**config.mk**
```make
export PLATFORM = sky130hd
export DESIGN_NAME = tmps_div
export DESIGN_NICKNAME = d
export VERILOG_FILES = /design/src/tmps_pkg.sv /design/src/tmps_div.sv
export SDC_FILE = /design/constraint.sdc
export NUM_CORES = 1
export LEC_CHECK = 0
export BUFFER_PORTS_ARGS = -buffer_cell sky130_fd_sc_hd__buf_2
export CAP_MARGIN = 20
export CELL_PAD_IN_SITES_DETAIL_PLACEMENT = 0
export CELL_PAD_IN_SITES_GLOBAL_PLACEMENT = 1
export CORE_ASPECT_RATIO = 1.5
export CORE_MARGIN = 1
export CORE_UTILIZATION = 42
export CTS_CLUSTER_DIAMETER = 80
export DETAILED_ROUTE_END_ITERATION = 7
export PLACE_DENSITY_LB_ADDON = 0.05
export SLEW_MARGIN = 10
export SYNTH_ARGS = -nofsm -noshare
export SYNTH_HDL_FRONTEND = slang
export SYNTH_SLANG_ARGS = --single-unit
```
**constraint.sdc**
```tcl
create_clock -name clk -period 3.2 [get_ports clk]
set_input_delay 0.48 -clock clk [delete_from_list [all_inputs] [get_ports clk]]
set_output_delay 0.48 -clock clk [all_outputs]
set_load 0.03 [all_outputs]
```
**src/tmps_pkg.sv**
```systemverilog
package tmps_pkg;

  localparam int VAL_W   = 32;
  localparam int REG_W   = 31;
  localparam int TIME_BITS = 16;
  localparam int TIME_W  = TIME_BITS + 1;
  localparam int MUL_W   = 35;
  localparam int PROD_W  = 2 * MUL_W;
  localparam int RAD_W   = 64;
  localparam int ROOT_W  = RAD_W / 2;
  localparam int DIV_W   = 64;

  localparam logic [REG_W-1:0]  REG_RESET = 31'd65536;
  localparam logic [TIME_W-1:0] TIME_CAP  = 17'h10000;

  typedef enum logic {
    REG_MAX_VELOCITY     = 1'b0,
    REG_MAX_ACCELERATION = 1'b1
  } reg_idx_t;

  typedef enum logic {
    CMD_ADVANCE = 1'b0,
    CMD_CLEAR   = 1'b1
  } cmd_t;

  typedef enum logic [4:0] {
    ST_IDLE,
    ST_SQ_V0,
    ST_SQ_VG,
    ST_MUL_AD,
    ST_SUM_S,
    ST_ROOT1_GO,
    ST_ROOT1_WAIT,
    ST_ROOT2_GO,
    ST_ROOT2_WAIT,
    ST_VV,
    ST_PQ,
    ST_CT_GO,
    ST_CT_WAIT,
    ST_ST_GO,
    ST_ST_WAIT,
    ST_ET_GO,
    ST_ET_WAIT,
    ST_KSEL,
    ST_K1,
    ST_K2,
    ST_K3,
    ST_DONE
  } state_t;

  // Clamp a widened sum back into the signed 32-bit range.
  function automatic logic signed [VAL_W-1:0] sat35(input logic signed [34:0] x);
    logic signed [34:0] hi;
    logic signed [34:0] lo;
    hi = $signed({3'b000, 32'h7FFF_FFFF});
    lo = $signed({3'b111, 32'h8000_0000});
    if (x > hi) begin
      return 32'sh7FFF_FFFF;
    end else if (x < lo) begin
      return 32'sh8000_0000;
    end else begin
      return x[VAL_W-1:0];
    end
  endfunction

endpackage

```
**src/tmps_div.sv**
```systemverilog
module tmps_div import tmps_pkg::*; (
  input  logic              clk,
  input  logic              rst,
  input  logic              start,
  input  logic [DIV_W-1:0]  num,
  input  logic [DIV_W-1:0]  den,
  output logic              done,
  output logic [TIME_W-1:0] quo
);

  // Restoring fraction divider: one quotient bit per cycle.
  logic [DIV_W-1:0]     r;
  logic [DIV_W-1:0]     d;
  logic [TIME_BITS-1:0] q;
  logic [3:0]           cnt;
  logic                 busy;
  logic [DIV_W:0]       rs;
  logic                 ge;

  assign rs = {r, 1'b0};
  assign ge = rs >= {1'b0, d};

  always_ff @(posedge clk) begin
    if (rst) begin
      busy <= 1'b0;
      done <= 1'b0;
      cnt  <= '0;
    end else begin
      done <= 1'b0;
      if (start) begin
        cnt <= '0;
        if (den == '0 || num >= den) begin
          done <= 1'b1;
        end else begin
          busy <= 1'b1;
        end
      end else if (busy) begin
        cnt <= cnt + 4'd1;
        if (cnt == 4'd15) begin
          busy <= 1'b0;
          done <= 1'b1;
        end
      end
    end
  end

  always_ff @(posedge clk) begin
    if (start) begin
      r   <= num;
      d   <= den;
      q   <= '0;
      quo <= TIME_CAP;
    end else if (busy) begin
      if (ge) begin
        r <= DIV_W'(rs - {1'b0, d});
      end else begin
        r <= rs[DIV_W-1:0];
      end
      q <= {q[TIME_BITS-2:0], ge};
      if (cnt == 4'd15) begin
        quo <= {1'b0, q[TIME_BITS-2:0], ge};
      end
    end
  end

endmodule

```
==> qor.txt <==
VDD IR-drop max -> 0.392 mV
row cnt -> 77
Critical Path RT -> 3.42 ns
PD cells -> 727 mW/mm^2
arrival time at the worst endpoint -> 3.80 ns
total global routing overflow -> 0
Syn Nets -> 1,598
Placed Cells -> 2,088
Pre-Repair DR Iteration Count -> 5
sw power -> 4770 uW
Core ar. -> 0.0296 mm^2
die area -> 0.0310 mm^2
Routed Antenna Nets -> 0
slew margin rel. -> 0.523
top cells by count, synth -> inv_1, a21oi_1, ha_1
sequential fraction of design power -> 0.239
DR DRC count -> 0
GRT Total Usage -> 0.270
Yosys reg bits -> 166
critical-path cell list -> ha_4 -> nand4_1 -> buf_4 -> or3_4 -> or4b_4 -> o32ai_4 -> nor2_4 -> o31ai_4 -> xnor2_1 -> mux2_4 -> mux2_2
peak per-stage delay on the critical path -> 0.53 ns
most used standard cell by instance count after synthesis -> inv_1
CTS sink count -> 166
cells after synthesis -> 1,337
CP Capture Type -> register
I/O Buffers -> 148
routed length per instance -> 18.8 um
gpl congestion -> 0.873
largest cells by area after synthesis -> edfxtp_1, ha_1, dfxtp_1, a21oi_1, inv_1
cts bufs inserted -> 17
Area Overhead vs Synth -> 36.6%
Post-synth top flop -> edfxtp_1
H-Tree Depth -> 4
FMAX -> 279 MHz
die span in x -> 144 um
crit path max fanout -> 4
Starting Density -> 0.429
fill count -> 2,737
clock share of power -> 0.173
fin util -> 0.587
setup TNS -> -18.81 ns
first-pass GRT wire length -> 62,500 um
Worst Tran Pin Value -> 0.709 ns
Max Root-Sink Buffers -> 2
hold_ws -> 0.220 ns
Buf/Inv on CP -> 1
share of post-route cells with drive strength above 1 -> 0.374
Internal Power -> 7840 uW
final cell count without fillers -> 2,147
Final period util -> 1.12
post-synth top area share -> 0.303
Clock Tree Root -> clkbuf_16
final wirelength -> 40,300 um
Tmin final -> 3.58 ns
Top delay family on crit path -> simple AND/OR/NAND/NOR gates
CTS tree -> yes
vias in the first global route -> 11,800
Setup crit start kind -> register
Via density -> 5.36
Final Skew -> 0.0132 ns
Chip Height -> 215 um
Sw Ratio -> 0.378
Crit-path slowest cell -> or4b_4
RSZ-0062 raised after global routing -> yes
I/O pin cnt -> 149
failing checks -> setup timing
Vias -> 11,500
total of max-cap violations -> 0
Final Max Slew Viols -> 0
HPWL Detailed -> 32,000 um
Skew-Pair Late Insertion Delay -> 0.46 ns
final worst slack -> -0.384 ns
Fin. Hold Viols -> 0
synthesized area -> 0.0127 mm^2
Async SR Flop Fraction -> 0
combinational cell fraction of total power -> 0.588
Synth cell types -> 73
Synth Warn # -> 0
critical path class -> reg2reg
final setup vio count -> 66
synthesized area per cell -> 9.50 um^2
final net count -> 1,999
sequential fraction of the synthesis area -> 0.362
leading area contributor after synthesis -> edfxtp_1
Reg clk slew, reported paths -> 0.08 ns
Iter 0 DRT Violations -> 470
largest net degree at the start of global routing -> 66
Leak -> 0.00799 uW
initial antenna violation count -> 1
Post-synth EDFFs -> 128
hold buffer count at cts -> 0
status -> finished, violations left
Hold Crit Class -> in2reg
## state kept, by name (all words and copies together) (netlist names)
register  count
cnt           4
done          1
r            64
busy          1
q            15
quo          17
d            64
## what timing repair did
| action | 4_1_cts | 5_1_grt |
|---|---|---|
| cloned | 1 | 0 |
| pin swaps | 18 | 34 |
| setup buffers | 15 | 12 |
| resized for setup | 83 | 64 |
| endpoints found under the setup margin | 66 | 66 |
## area by class of cell
cell class	count	area, um^2	share of cell area
clock buffers	17	425	0.0245
well taps	395	494	0.0285
flip-flops and latches	166	4600	0.265
repair buffers	440	3150	0.181
multi-input cells	969	7940	0.458
clock inverters	15	199	0.0115
diodes	1	2.50	0.000144
inverters	144	541	0.0311
## power groups by stage
stage	clock (uW)	combinational [uW]	sequential [uW]
floorplan	0	4070	2970
global placement	0	6670	3030
detailed placement	0	6710	3040
CTS	2220	7120	3010
global route	2310	8080	3050
finish	2180	7410	3020
## final timing paths
check               start       to  slack [ns]  cells after the start
setup / recovery    r[23]    r[38]       -0.38                     11
hold / removal    den[42]    d[42]        0.22                      1
setup reg to reg    r[23]    r[38]       -0.38                     11
hold reg to reg   quo[16]  quo[16]        0.45                      1
## layout by cell type, fill, tap and decap left out, types with 19 or more instances in the layout
cell type	instances
dfxtp_1	38
nor4_1	21
ha_1	109
xor2_1	25
nor2_1	55
xnor2_1	34
nand4_1	41
buf_4	262
a21oi_1	118
nand2_1	104
a21o_1	47
mux2_4	41
inv_1	141
o21ai_0	38
mux2_2	37
buf_2	147
buf_6	19
edfxtp_1	128
## cell families after synthesis
logic type	Yosys count	share of synthesized area
adder cells (fa/ha/maj)	130	0.129
multiplexers	96	0.0937
flip-flops	166	0.362
buffers and inverters	202	0.0646
XOR/XNOR	60	0.0414
AND/OR/NAND/NOR	346	0.140
AO/OA/AOI/OAI	337	0.170
## per-stage QoR
step	setup WS [ns]	area, um^2	total power, uW
floorplan	-0.0623	12900	7030
global route	-0.503	17400	13400
finish	-0.384	17400	12600
global placement	-0.425	15800	9700
CTS	-0.335	17000	12300
detailed placement	-0.477	15800	9750
## per-layer routing
metal  track usage  vias up  part of all wire
met5             0        -                 0
met3        0.0379       83             0.033
met2         0.496      218              0.53
met1         0.283     5533              0.38
met4         0.167        0             0.059
li1              -     5670                 -
(Power assumes the default switching activity.)
