==> src/tmps_pkg.sv <==
package tmps_pkg;

  localparam int VAL_W   = 32;
  localparam int REG_W   = 31;
  localparam int TIME_BITS = 16;
  localparam int TIME_W  = TIME_BITS + 1;
  localparam int MUL_W   = 35;
  localparam int PROD_W  = 2 * MUL_W;
  localparam int RAD_W   = 64;
  localparam int ROOT_W  = RAD_W / 2;
  localparam int DIV_W   = 64;

  localparam logic [REG_W-1:0]  REG_RESET = 31'd65536;
  localparam logic [TIME_W-1:0] TIME_CAP  = 17'h10000;

  typedef enum logic {
    REG_MAX_VELOCITY     = 1'b0,
    REG_MAX_ACCELERATION = 1'b1
  } reg_idx_t;

  typedef enum logic {
    CMD_ADVANCE = 1'b0,
    CMD_CLEAR   = 1'b1
  } cmd_t;

  typedef enum logic [4:0] {
    ST_IDLE,
    ST_SQ_V0,
    ST_SQ_VG,
    ST_MUL_AD,
    ST_SUM_S,
    ST_ROOT1_GO,
    ST_ROOT1_WAIT,
    ST_ROOT2_GO,
    ST_ROOT2_WAIT,
    ST_VV,
    ST_PQ,
    ST_CT_GO,
    ST_CT_WAIT,
    ST_ST_GO,
    ST_ST_WAIT,
    ST_ET_GO,
    ST_ET_WAIT,
    ST_KSEL,
    ST_K1,
    ST_K2,
    ST_K3,
    ST_DONE
  } state_t;

  // Clamp a widened sum back into the signed 32-bit range.
  function automatic logic signed [VAL_W-1:0] sat35(input logic signed [34:0] x);
    logic signed [34:0] hi;
    logic signed [34:0] lo;
    hi = $signed({3'b000, 32'h7FFF_FFFF});
    lo = $signed({3'b111, 32'h8000_0000});
    if (x > hi) begin
      return 32'sh7FFF_FFFF;
    end else if (x < lo) begin
      return 32'sh8000_0000;
    end else begin
      return x[VAL_W-1:0];
    end
  endfunction

endpackage

==> src/tmps_sqrt.sv <==
module tmps_sqrt import tmps_pkg::*; (
  input  logic              clk,
  input  logic              rst,
  input  logic              start,
  input  logic [RAD_W-1:0]  x,
  output logic              done,
  output logic [ROOT_W-1:0] root
);

  // One result bit per cycle, two radicand bits consumed per step.
  logic [RAD_W-1:0]  xr;
  logic [33:0]       remr;
  logic [4:0]        cnt;
  logic              busy;
  logic [35:0]       rem_sh;
  logic [35:0]       trial;
  logic              fits;

  assign rem_sh = {remr, xr[RAD_W-1 -: 2]};
  assign trial  = {2'b00, root, 2'b01};
  assign fits   = rem_sh >= trial;

  always_ff @(posedge clk) begin
    if (rst) begin
      busy <= 1'b0;
      done <= 1'b0;
      cnt  <= '0;
    end else begin
      done <= 1'b0;
      if (start) begin
        busy <= 1'b1;
        cnt  <= '0;
      end else if (busy) begin
        cnt <= cnt + 5'd1;
        if (cnt == 5'd31) begin
          busy <= 1'b0;
          done <= 1'b1;
        end
      end
    end
  end

  always_ff @(posedge clk) begin
    if (start) begin
      xr   <= x;
      remr <= '0;
      root <= '0;
    end else if (busy) begin
      xr <= {xr[RAD_W-3:0], 2'b00};
      if (fits) begin
        remr <= 34'(rem_sh - trial);
        root <= {root[ROOT_W-2:0], 1'b1};
      end else begin
        remr <= rem_sh[33:0];
        root <= {root[ROOT_W-2:0], 1'b0};
      end
    end
  end

endmodule

==> config.mk <==
export PLATFORM = sky130hd
export DESIGN_NAME = tmps_sqrt
export DESIGN_NICKNAME = d
export VERILOG_FILES = /design/src/tmps_pkg.sv /design/src/tmps_sqrt.sv
export SDC_FILE = /design/constraint.sdc
export NUM_CORES = 1
export LEC_CHECK = 0
export ABC_AREA = 1
export BUFFER_PORTS_ARGS = -buffer_cell sky130_fd_sc_hd__buf_2
export CAP_MARGIN = 20
export CORE_ASPECT_RATIO = 1.1
export CORE_MARGIN = 2
export CORE_UTILIZATION = 35
export DETAILED_ROUTE_END_ITERATION = 6
export SLEW_MARGIN = 10
export SYNTH_ARGS = -nofsm -noshare
export SYNTH_HDL_FRONTEND = slang
export SYNTH_SLANG_ARGS = --single-unit
==> constraint.sdc <==
create_clock -name clk -period 4.4 [get_ports clk]
set_input_delay 0.22 -clock clk [delete_from_list [all_inputs] [get_ports clk]]
set_output_delay 0.22 -clock clk [all_outputs]
set_load 0.02 [all_outputs]
==> results.md <==
* Run status: complete, but fails checks
* Violated checks: DRC
* Rows at 59
* Fin crit share at 0.6413
* Layout area overhead at 17.69%
* Sw Share at 0.5341
* Hold Crit Depth at 3
* Hold Crit Class: in -> reg
* Syn. warnings at 0
* IO buf count at 99
* Skew-Pair Late Insertion Delay at 430 ps
* Logic gate share of total power at 0.634
* Final Skew at 8.575 ps
* Leak at 0.005127 uW
* Seq pwr share at 0.192
* Synth area leader: edfxtp_1
* Most common cell after layout, fill and taps aside: nand2_1
* Htree depth at 4
* DR iter-0 viols at 548
* Post-synth top area share at 0.2323
* Final antenna diode count at 0
* Worst VDD drop at 0.3787 mV
* Syn Inst Count at 1200
* TritonCTS clock tree: done
* Max Freq at 354.4 MHz
* Layout cells sized above 1 at 0.1253
* Critical Path Sink Type: register
* Mapped Nets at 1303
* Largest net degree at the start of global routing at 65
* Synth Cell Area at 8274 um2
* Chip width at 150.6 um
* Die extent in y at 165.3 um
* Core area at 23480 um2
* Gpl congestion at 0.9152
* Critical path launch point type: register
* Post-route ant nets at 0
* Final HPWL DP at 17650 um
* Hold_ws at 41.02 ps
* Worst setup path category: reg -> reg
* First-pass DRT Iterations at 7
* GRT met3 Usage at 0.04451
* Drt drc at 2
* Hold_sp: x[1]
* Gr usage total at 0.1939
* Commonest cells after routing, fill and taps aside: 499 x nand2_1, 177 x inv_1, 99 x buf_2, 73 x nand3_1, 72 x dfxtp_1
* # setup viols final at 0
* Max-slew violations at 0
* Primary FF master, synth: dfxtp_1
* Area of the multi-input gates at 4034 um2
* RSZ-0062 raised after global routing: false
* Hold EP: xr[1]
* Post-synthesis cell type count at 40
* Final WL at 23380 um
* CP max FO at 41
* Fin nets at 1391
* Via/cell ratio at 4.793
* Async SR Flop Fraction at 0
* Worst Max-Slew Pin Slew at 1037 ps
* Initial core utilization at 0.3525
* Worst reg2reg setup slack at 1580 ps
* Number of global-route vias before repair at 7199
* Worst reg2reg path depth at 14
* Met2 Use GR at 0.3056
* Mean Syn Cell Area at 6.895 um2
* Worst Path Required at 4720 ps
* Post-Route Setup TNS at 0 ps
* Post-CTS setup buffer count at 0
* Cell internal pwr at 4096 uW
* Cts bufs inserted at 17
* Crit Reg-Reg Endpoint: remr[0]
* EDFF count, synth at 64
* First-pass GRT wire length at 37470 um
* Sw power at 4696 uW
* PD cells at 902.8 nW/um2
* Vias post-DR at 7698
* Synth Register Bits at 137
* Fin crit period at 2822 ps
* Worst reg2reg startpoint: root[18]
* Maximum root-to-sink buffer count at 2
* PnR worst setup slack at 1578 ps
* Clk pwr share at 0.174
* Filler instances at 2504
* Utilization after layout at 0.4148
* Gr ovfl total at 0
* Clock sink total at 137
* Avg WL per Cell at 14.56 um
* Die area at 24890 um2
* Total power at 8792 uW
* Clock Tree Root: clkbuf_16
* Top Ports at 100
* Hold Fails Final Rpt at 0
* Pre-CTS setup slack at 1607 ps
* Rel. slew slack at 0.3084
* Area contributors post-synth: edfxtp_1 23%, nand2_1 23%, dfxtp_1 18%, inv_1 8.1%, ha_1 5.4%
* Initial antenna violation count at 0
* Sequential area share after synthesis at 0.4089
* Met1 GRT Util at 0.2611
* Register Area at 3385 um2
* Worst EP arrival at 3140 ps
* MaxCap Viol Count at 0
* Clock transition at the registers of the reported paths at 70 ps
* Busiest grt layer: met2
[timing repair]
action | 4_1_cts | 5_1_grt
endpoints found under the hold margin | 1 | 0
hold buffers | 1 | 0
resized for setup | 0 | 0
[worst max path at each step]
stage	cells after the start	slack [ps]	endpoint	from
after floorplan	4	1340	xr[0]	busy
after global placement	14	1590	remr[0]	root[18]
after detailed placement	14	1610	remr[0]	root[18]
after CTS	14	1580	remr[0]	root[18]
after global routing	14	1350	remr[0]	root[19]
final	14	1580	remr[0]	root[18]
[flip-flops by register name, indices dropped and copies added (netlist names)]
register	flops
xr	64
busy	1
cnt	5
done	1
root	32
remr	34
[critical path: stages, from the launching register on]
cell and delay (ps):
dfxtp_1 320, inv_1 90, ha_1 400, nand2_1 180, nor2_1 200, nand2_1 140, nor2_2 110, nand2_1 90
a21oi_2 180, nor2_4 30, buf_4 230, nand2_4 380, nand2_4 110, o21ai_0 190, nor2_1 50
[layout make-up]
type,count,area share
Clock inverter,15,0.02081
Clock buffer,17,0.04368
Timing Repair Buffer,111,0.06501
Inverter,180,0.06951
Tap cell,305,0.03919
Sequential cell,137,0.3476
Multi-Input combinational cell,841,0.4142
[power by group through the flow]
stage / Combinational (uW) / Sequential [uW] / Clock, uW
finish: 5580 / 1690 / 1530
global route: 6290 / 1700 / 1610
CTS: 5510 / 1680 / 1550
detailed placement: 5470 / 1710 / 0
global placement: 5480 / 1710 / 0
floorplan: 4160 / 1640 / 0
[synth_stat cells (6+ instances only)]
| library cell | count |
|---|---|
| ha_1 | 36 |
| a21oi_1 | 26 |
| o21ai_0 | 8 |
| nand2_1 | 499 |
| nor3_1 | 10 |
| clkbuf_1 | 26 |
| nor2_1 | 62 |
| nor2_2 | 6 |
| edfxtp_1 | 64 |
| xor2_1 | 11 |
| o22ai_1 | 31 |
| nand4_1 | 33 |
| inv_1 | 179 |
| dfxtp_1 | 73 |
| nand3_1 | 73 |
| o21bai_1 | 7 |
| buf_1 | 8 |
[metal layers]
layer | share of wire | vias up
met3 | 0.058 | 40
met2 | 0.45 | 208
met5 | 0 | -
met4 | 0.025 | 0
met1 | 0.47 | 3456
li1 | - | 3994
[stage by stage]
step | cell area [um2] | cells
final | 9738 | 1606
after global routing | 9738 | 1606
after CTS | 9691 | 1604
after detailed placement | 9052 | 1571
after global placement | 9052 | 1571
after floorplan | 8274 | 1200
[cells by family after synthesis]
kind of cell	share of synthesized area
buf+inv	0.1036
simple gates	0.3552
compound gates	0.06306
flops	0.4089
fa+ha+maj	0.05444
xor+xnor	0.01482
Note: power is estimated with default switching activity, not from simulation.
