<file path="src/tmps_pkg.sv">
package tmps_pkg;

  localparam int VAL_W   = 32;
  localparam int REG_W   = 31;
  localparam int TIME_BITS = 16;
  localparam int TIME_W  = TIME_BITS + 1;
  localparam int MUL_W   = 35;
  localparam int PROD_W  = 2 * MUL_W;
  localparam int RAD_W   = 64;
  localparam int ROOT_W  = RAD_W / 2;
  localparam int DIV_W   = 64;

  localparam logic [REG_W-1:0]  REG_RESET = 31'd65536;
  localparam logic [TIME_W-1:0] TIME_CAP  = 17'h10000;

  typedef enum logic {
    REG_MAX_VELOCITY     = 1'b0,
    REG_MAX_ACCELERATION = 1'b1
  } reg_idx_t;

  typedef enum logic {
    CMD_ADVANCE = 1'b0,
    CMD_CLEAR   = 1'b1
  } cmd_t;

  typedef enum logic [4:0] {
    ST_IDLE,
    ST_SQ_V0,
    ST_SQ_VG,
    ST_MUL_AD,
    ST_SUM_S,
    ST_ROOT1_GO,
    ST_ROOT1_WAIT,
    ST_ROOT2_GO,
    ST_ROOT2_WAIT,
    ST_VV,
    ST_PQ,
    ST_CT_GO,
    ST_CT_WAIT,
    ST_ST_GO,
    ST_ST_WAIT,
    ST_ET_GO,
    ST_ET_WAIT,
    ST_KSEL,
    ST_K1,
    ST_K2,
    ST_K3,
    ST_DONE
  } state_t;

  // Clamp a widened sum back into the signed 32-bit range.
  function automatic logic signed [VAL_W-1:0] sat35(input logic signed [34:0] x);
    logic signed [34:0] hi;
    logic signed [34:0] lo;
    hi = $signed({3'b000, 32'h7FFF_FFFF});
    lo = $signed({3'b111, 32'h8000_0000});
    if (x > hi) begin
      return 32'sh7FFF_FFFF;
    end else if (x < lo) begin
      return 32'sh8000_0000;
    end else begin
      return x[VAL_W-1:0];
    end
  endfunction

endpackage

</file>
<file path="src/tmps_mul.sv">
module tmps_mul import tmps_pkg::*; (
  input  logic                     clk,
  input  logic signed [MUL_W-1:0]  a,
  input  logic signed [MUL_W-1:0]  b,
  output logic signed [PROD_W-1:0] p
);

  // Product is registered; the sequencer uses it in the cycle after issuing.
  always_ff @(posedge clk) begin
    p <= a * b;
  end

endmodule

</file>
<file path="config.mk">
export PLATFORM = sky130hd
export DESIGN_NAME = tmps_mul
export DESIGN_NICKNAME = d
export VERILOG_FILES = /design/src/tmps_pkg.sv /design/src/tmps_mul.sv
export SDC_FILE = /design/constraint.sdc
export NUM_CORES = 2
export LEC_CHECK = 0
export BUFFER_PORTS_ARGS = -buffer_cell sky130_fd_sc_hd__buf_2
export CAP_MARGIN = 15
export CORE_MARGIN = 5
export CORE_UTILIZATION = 60
export DETAILED_ROUTE_END_ITERATION = 6
export PLACE_DENSITY = 0.88
export REMOVE_ABC_BUFFERS = 1
export SYNTH_ARGS = -nofsm -noshare
export SYNTH_HDL_FRONTEND = slang
export SYNTH_SLANG_ARGS = --single-unit
</file>
<file path="constraint.sdc">
create_clock -name clk -period 10.85 [get_ports clk]
set_clock_uncertainty 0.15 [all_clocks]
set_input_delay 1.085 -clock clk [delete_from_list [all_inputs] [get_ports clk]]
set_output_delay 1.085 -clock clk [all_outputs]
set_load 0.05 [all_outputs]
</file>
==> flow_results.org <==
** Global routing
- Grt peak-use layer :: met2
- Overall routing resource usage :: 32.2%
- For this run, global-route usage on met3 was measured as about a tenth.
- The number of antenna violations at the first check in global routing is 10.
- Summed over all layers, the global routing overflow is 0.
- Via count of the first global-routing pass :: 37275
- Entering global routing, the biggest net connects 36 pins.
- Met2 track demand over resource in global routing :: between 50% and 60%
- First-pass GRT wire length :: roughly 200 mm
- Met1 track utilization from global routing :: 38.1%

** Timing
- Across all setup checks in the final design, the least slack found is 1.49 ns.
- Achievable frequency :: 0.107 GHz
- Transition time at the pin with the least slew margin :: approximately 1.1 ns
- Count of final hold-check violations :: 0
- RSZ-0062 raised after global routing :: no
- Final max-slew violation count :: 0
- Accumulated negative setup slack :: 0 ns
- Relative slew slack :: between 20% and 30%
- The smallest clock period supported by the final layout is computed as roughly 9.4 ns.
- Setup violations remaining at the end of the flow were counted as 0.
- Final Cycle Share :: 86.3%

** Clock tree
- Register clock-pin slew on the reported worst setup and hold paths :: roughly 0.1 ns
- The tree is rooted in a sky130_fd_sc_hd__clkbuf_16.
- Clock tree synthesis inserted a total of 9 buffers.
- CTS tree :: yes
- Clock tree synthesis found a total of 70 sinks.
- The H-tree was split into 3 levels.
- Gates resized during post-CTS repair numbered 0.
- Setup fix buffers added after clock tree synthesis :: 0
- The clock passes through at most 2 buffers.
- Number of buffers added to fix hold violations after cts :: 0

** Finish
- Area growth from synthesis to layout :: 3.13%
- Finished layout cell area :: between 40000 and 50000 µm²
- The net count of the finished layout is about 6200.
- Cells fill roughly 62% of the core in the end.
- p holds more flip-flops than any other register.
- Max FFs per register :: 70
- Share of final-layout standard cells stronger than drive strength 1 :: roughly 4.6%
- Leading registers by flop count :: p x70

** Logic synthesis
- Combinational family with the most area after synthesis :: adder cells
- Leading cell type by number of instances after synthesis :: sky130_fd_sc_hd__fa_1
- Synthesis warning total :: 0
- Measured against the total synthesized area, the mux share comes to 0%.
- Ranked by total cell area, the synthesized netlist is headed by sky130_fd_sc_hd__fa_1 (59%), sky130_fd_sc_hd__inv_1 (9.7%), sky130_fd_sc_hd__and2_1 (9.3%), sky130_fd_sc_hd__ha_1 (5.8%), sky130_fd_sc_hd__nand2_1 (4.8%).
- Commonest cells in the netlist :: sky130_fd_sc_hd__fa_1 (1311), sky130_fd_sc_hd__inv_1 (1158), sky130_fd_sc_hd__and2_1 (667)
- In this run the cell area of the synthesized design comes to between 40000 and 50000 µm².
- Summing the areas of all xor and xnor instances in the mapped netlist gives ~1.5% of the synthesized area.
- Gate count after technology mapping :: between 4000 and 5000
- Syn Area/Cell :: ~9.6 µm²
- Summing the areas of all compound-gate instances in the mapped netlist gives around 3.4% of the synthesized area.
- After Yosys synthesis, and, or, nand and nor cells account for between 10% and 20% of the synthesized area.
- Primary FF master, synth :: sky130_fd_sc_hd__dfxtp_1
- Summed over all instances, the cell type with the most area after synthesis is sky130_fd_sc_hd__fa_1.
- The share of synthesized area in the top cell type comes to between 50% and 60%.
- Post-synthesis register bit count :: 70
- Proportion of synthesized chip area in sequential cells :: 3.13%
- Async set-or-reset flop fraction in the synthesized netlist :: 0%
- Yosys mapped a number of flops with a built-in enable equal to 0.
- The netlist uses between 70 and 80 different library cells.
- Summing the areas of all fa, ha and maj instances in the mapped netlist gives 64.3% of the synthesized area.

** Worst setup path
- STA classifies the critical path startpoint as an input port.
- Required time of the critical path :: between 10 and 15 ns
- Worst setup path startpoint :: a[27]
- Endpoint arrival time on the critical path :: 9.53 ns
- The worst setup path is captured at a flop.
- Type of the worst setup path :: in2reg
- The critical path ends at p[68]$_DFF_P_.
- Along the worst path, the maximum fanout reaches 35.

** Min path
- Path category of the worst min-delay check :: in2reg

** Drt
- Number of antenna-violating nets in the routed design :: 0
- Across all layers, the routed design uses 32174 vias.
- Post-detailed-route DRC marker count :: 0
- After detailed routing, the number of vias per cell comes to between 5 and 6.
- Wire length reported by the detailed router :: 124 mm
- The detailed router finished its first iteration with roughly 2700 violations.
- The first detailed-routing pass took 7 iterations.
- Average routed wire per standard cell :: ~22 µm

** Status
- The run finished with clean final reports.

** Placement
- The count of buffers added on input and output ports is 140.
- Half-perimeter wire length of the detailed placement result :: 95.9 mm
- GPL Wtd Cong :: a little over 1
- Placed instance area :: between 40000 and 50000 µm²
- Pre-CTS setup slack :: about 1.2 ns

** Floorplan
- Die span in x :: around 280 µm
- The die covers between 80000 and 90000 µm².
- Die extent in y :: around 280 µm
- Core area :: 74300 µm²
- Count of pins on the block boundary :: roughly 140
- The initial utilization of the core area, before any placement, comes to 60.3%.
- After floorplanning, the core was divided into 100 placement rows.

** Job
- The tool flagged a number of max-cap violations equal to 0.
==> metal layers <==
| layer | up-vias | routed length, µm |
|---|---|---|
| met4 | 6 | 9100 |
| met1 | 16410 | 41200 |
| met3 | 606 | 14200 |
| met2 | 2059 | 59400 |
| met5 | - | 76 |
| li1 | 13093 | - |
==> how the worst min path moves through the flow <==
| stage | endpoint | depth (start not counted) | slack (ns) | start |
|---|---|---|---|---|
| after floorplan | p[0]$_DFF_P_ | 1 | 1.06 | a[0] |
| after global placement | p[11] | 1 | 1.40 | p[11]$_DFF_P_ |
| after detailed placement | p[3] | 1 | 1.40 | p[3]$_DFF_P_ |
| after CTS | p[0]$_DFF_P_ | 2 | 1.21 | a[0] |
| after global routing | p[0]$_DFF_P_ | 3 | 1.27 | b[0] |
| final | p[0]$_DFF_P_ | 3 | 1.27 | b[0] |
==> layout by cell type (no fill, tap or decap), types with 3 or more instances in the layout <==
master / synthesis / final
sky130_fd_sc_hd__buf_2: 0 / 140
sky130_fd_sc_hd__and3_1: 11 / 11
sky130_fd_sc_hd__nor2_1: 52 / 52
sky130_fd_sc_hd__nand4_1: 16 / 16
sky130_fd_sc_hd__fa_1: 1311 / 1310
sky130_fd_sc_hd__inv_1: 1158 / 1158
sky130_fd_sc_hd__dfxtp_1: 70 / 70
sky130_fd_sc_hd__and4_1: 3 / 3
sky130_fd_sc_hd__a21oi_1: 75 / 75
sky130_fd_sc_hd__buf_4: 8 / 31
sky130_fd_sc_hd__a211o_1: 3 / 3
sky130_fd_sc_hd__ha_1: 207 / 207
sky130_fd_sc_hd__clkbuf_16: 0 / 9
sky130_fd_sc_hd__and2_1: 667 / 667
sky130_fd_sc_hd__a31oi_1: 8 / 8
sky130_fd_sc_hd__o21ai_2: 3 / 3
sky130_fd_sc_hd__diode_2: 0 / 10
sky130_fd_sc_hd__xor2_1: 25 / 25
sky130_fd_sc_hd__nand2b_1: 15 / 15
sky130_fd_sc_hd__a21o_1: 38 / 38
sky130_fd_sc_hd__a211oi_1: 3 / 3
sky130_fd_sc_hd__nand2_1: 569 / 569
sky130_fd_sc_hd__nor2b_1: 5 / 5
sky130_fd_sc_hd__nand3_1: 7 / 7
sky130_fd_sc_hd__xnor2_1: 54 / 54
sky130_fd_sc_hd__o21ai_0: 32 / 32
sky130_fd_sc_hd__o21a_1: 9 / 9
sky130_fd_sc_hd__o21ai_1: 13 / 13
sky130_fd_sc_hd__o211ai_1: 5 / 5
sky130_fd_sc_hd__o21bai_1: 12 / 12
==> worst max-delay path, stage by stage <==
cell	delay [ns]
sky130_fd_sc_hd__buf_2	0.74
sky130_fd_sc_hd__nand2_1	0.18
sky130_fd_sc_hd__fa_1	0.55
sky130_fd_sc_hd__fa_1	0.53
sky130_fd_sc_hd__inv_1	0.06
sky130_fd_sc_hd__fa_1	0.48
sky130_fd_sc_hd__inv_1	0.06
sky130_fd_sc_hd__fa_1	0.51
sky130_fd_sc_hd__fa_1	0.56
sky130_fd_sc_hd__inv_1	0.08
sky130_fd_sc_hd__fa_1	0.48
sky130_fd_sc_hd__fa_1	0.51
sky130_fd_sc_hd__inv_1	0.07
sky130_fd_sc_hd__fa_1	0.51
sky130_fd_sc_hd__inv_1	0.06
sky130_fd_sc_hd__ha_1	0.43
sky130_fd_sc_hd__nand4_2	0.19
sky130_fd_sc_hd__nor2_2	0.16
sky130_fd_sc_hd__nand3_2	0.12
sky130_fd_sc_hd__or4_1	0.54
sky130_fd_sc_hd__o211ai_1	0.63
sky130_fd_sc_hd__a21o_1	0.28
sky130_fd_sc_hd__a31oi_1	0.17
sky130_fd_sc_hd__o21a_1	0.23
sky130_fd_sc_hd__o21ai_1	0.15
sky130_fd_sc_hd__xor2_1	0.15
==> area by class of cell <==
class	count	area (µm²)
multi-input combinational	3191	38000
clock inverter	5	33.8
timing repair buffer	171	933
antenna	10	25.0
inverter	1159	4350
sequential	70	1400
fill	5785	28100
clock buffer	11	243
tap	969	1210
==> logic make-up (layout without fill, tap and decap cells) <==
group | after synthesis | in the layout
DFF | 70 | 70
xor gates and xnor gates | 79 | 79
adders and majority gates | 1518 | 1518
buffers and inverters | 1410 | 1346
AOI/OAI and AO/OA | 229 | 229
and+or+nand+nor | 1365 | 1365
other | 0 | 10
==> per-stage QoR <==
step	hold WS [ns]	cells
finish	1.27	5586
global route	1.27	5578
CTS	1.21	5576
detailed placement	1.40	5560
global placement	1.40	5560
floorplan	1.06	4420
Power is not shown: default switching activity piles up to over one toggle a cycle in this logic, so the estimate is an artifact.
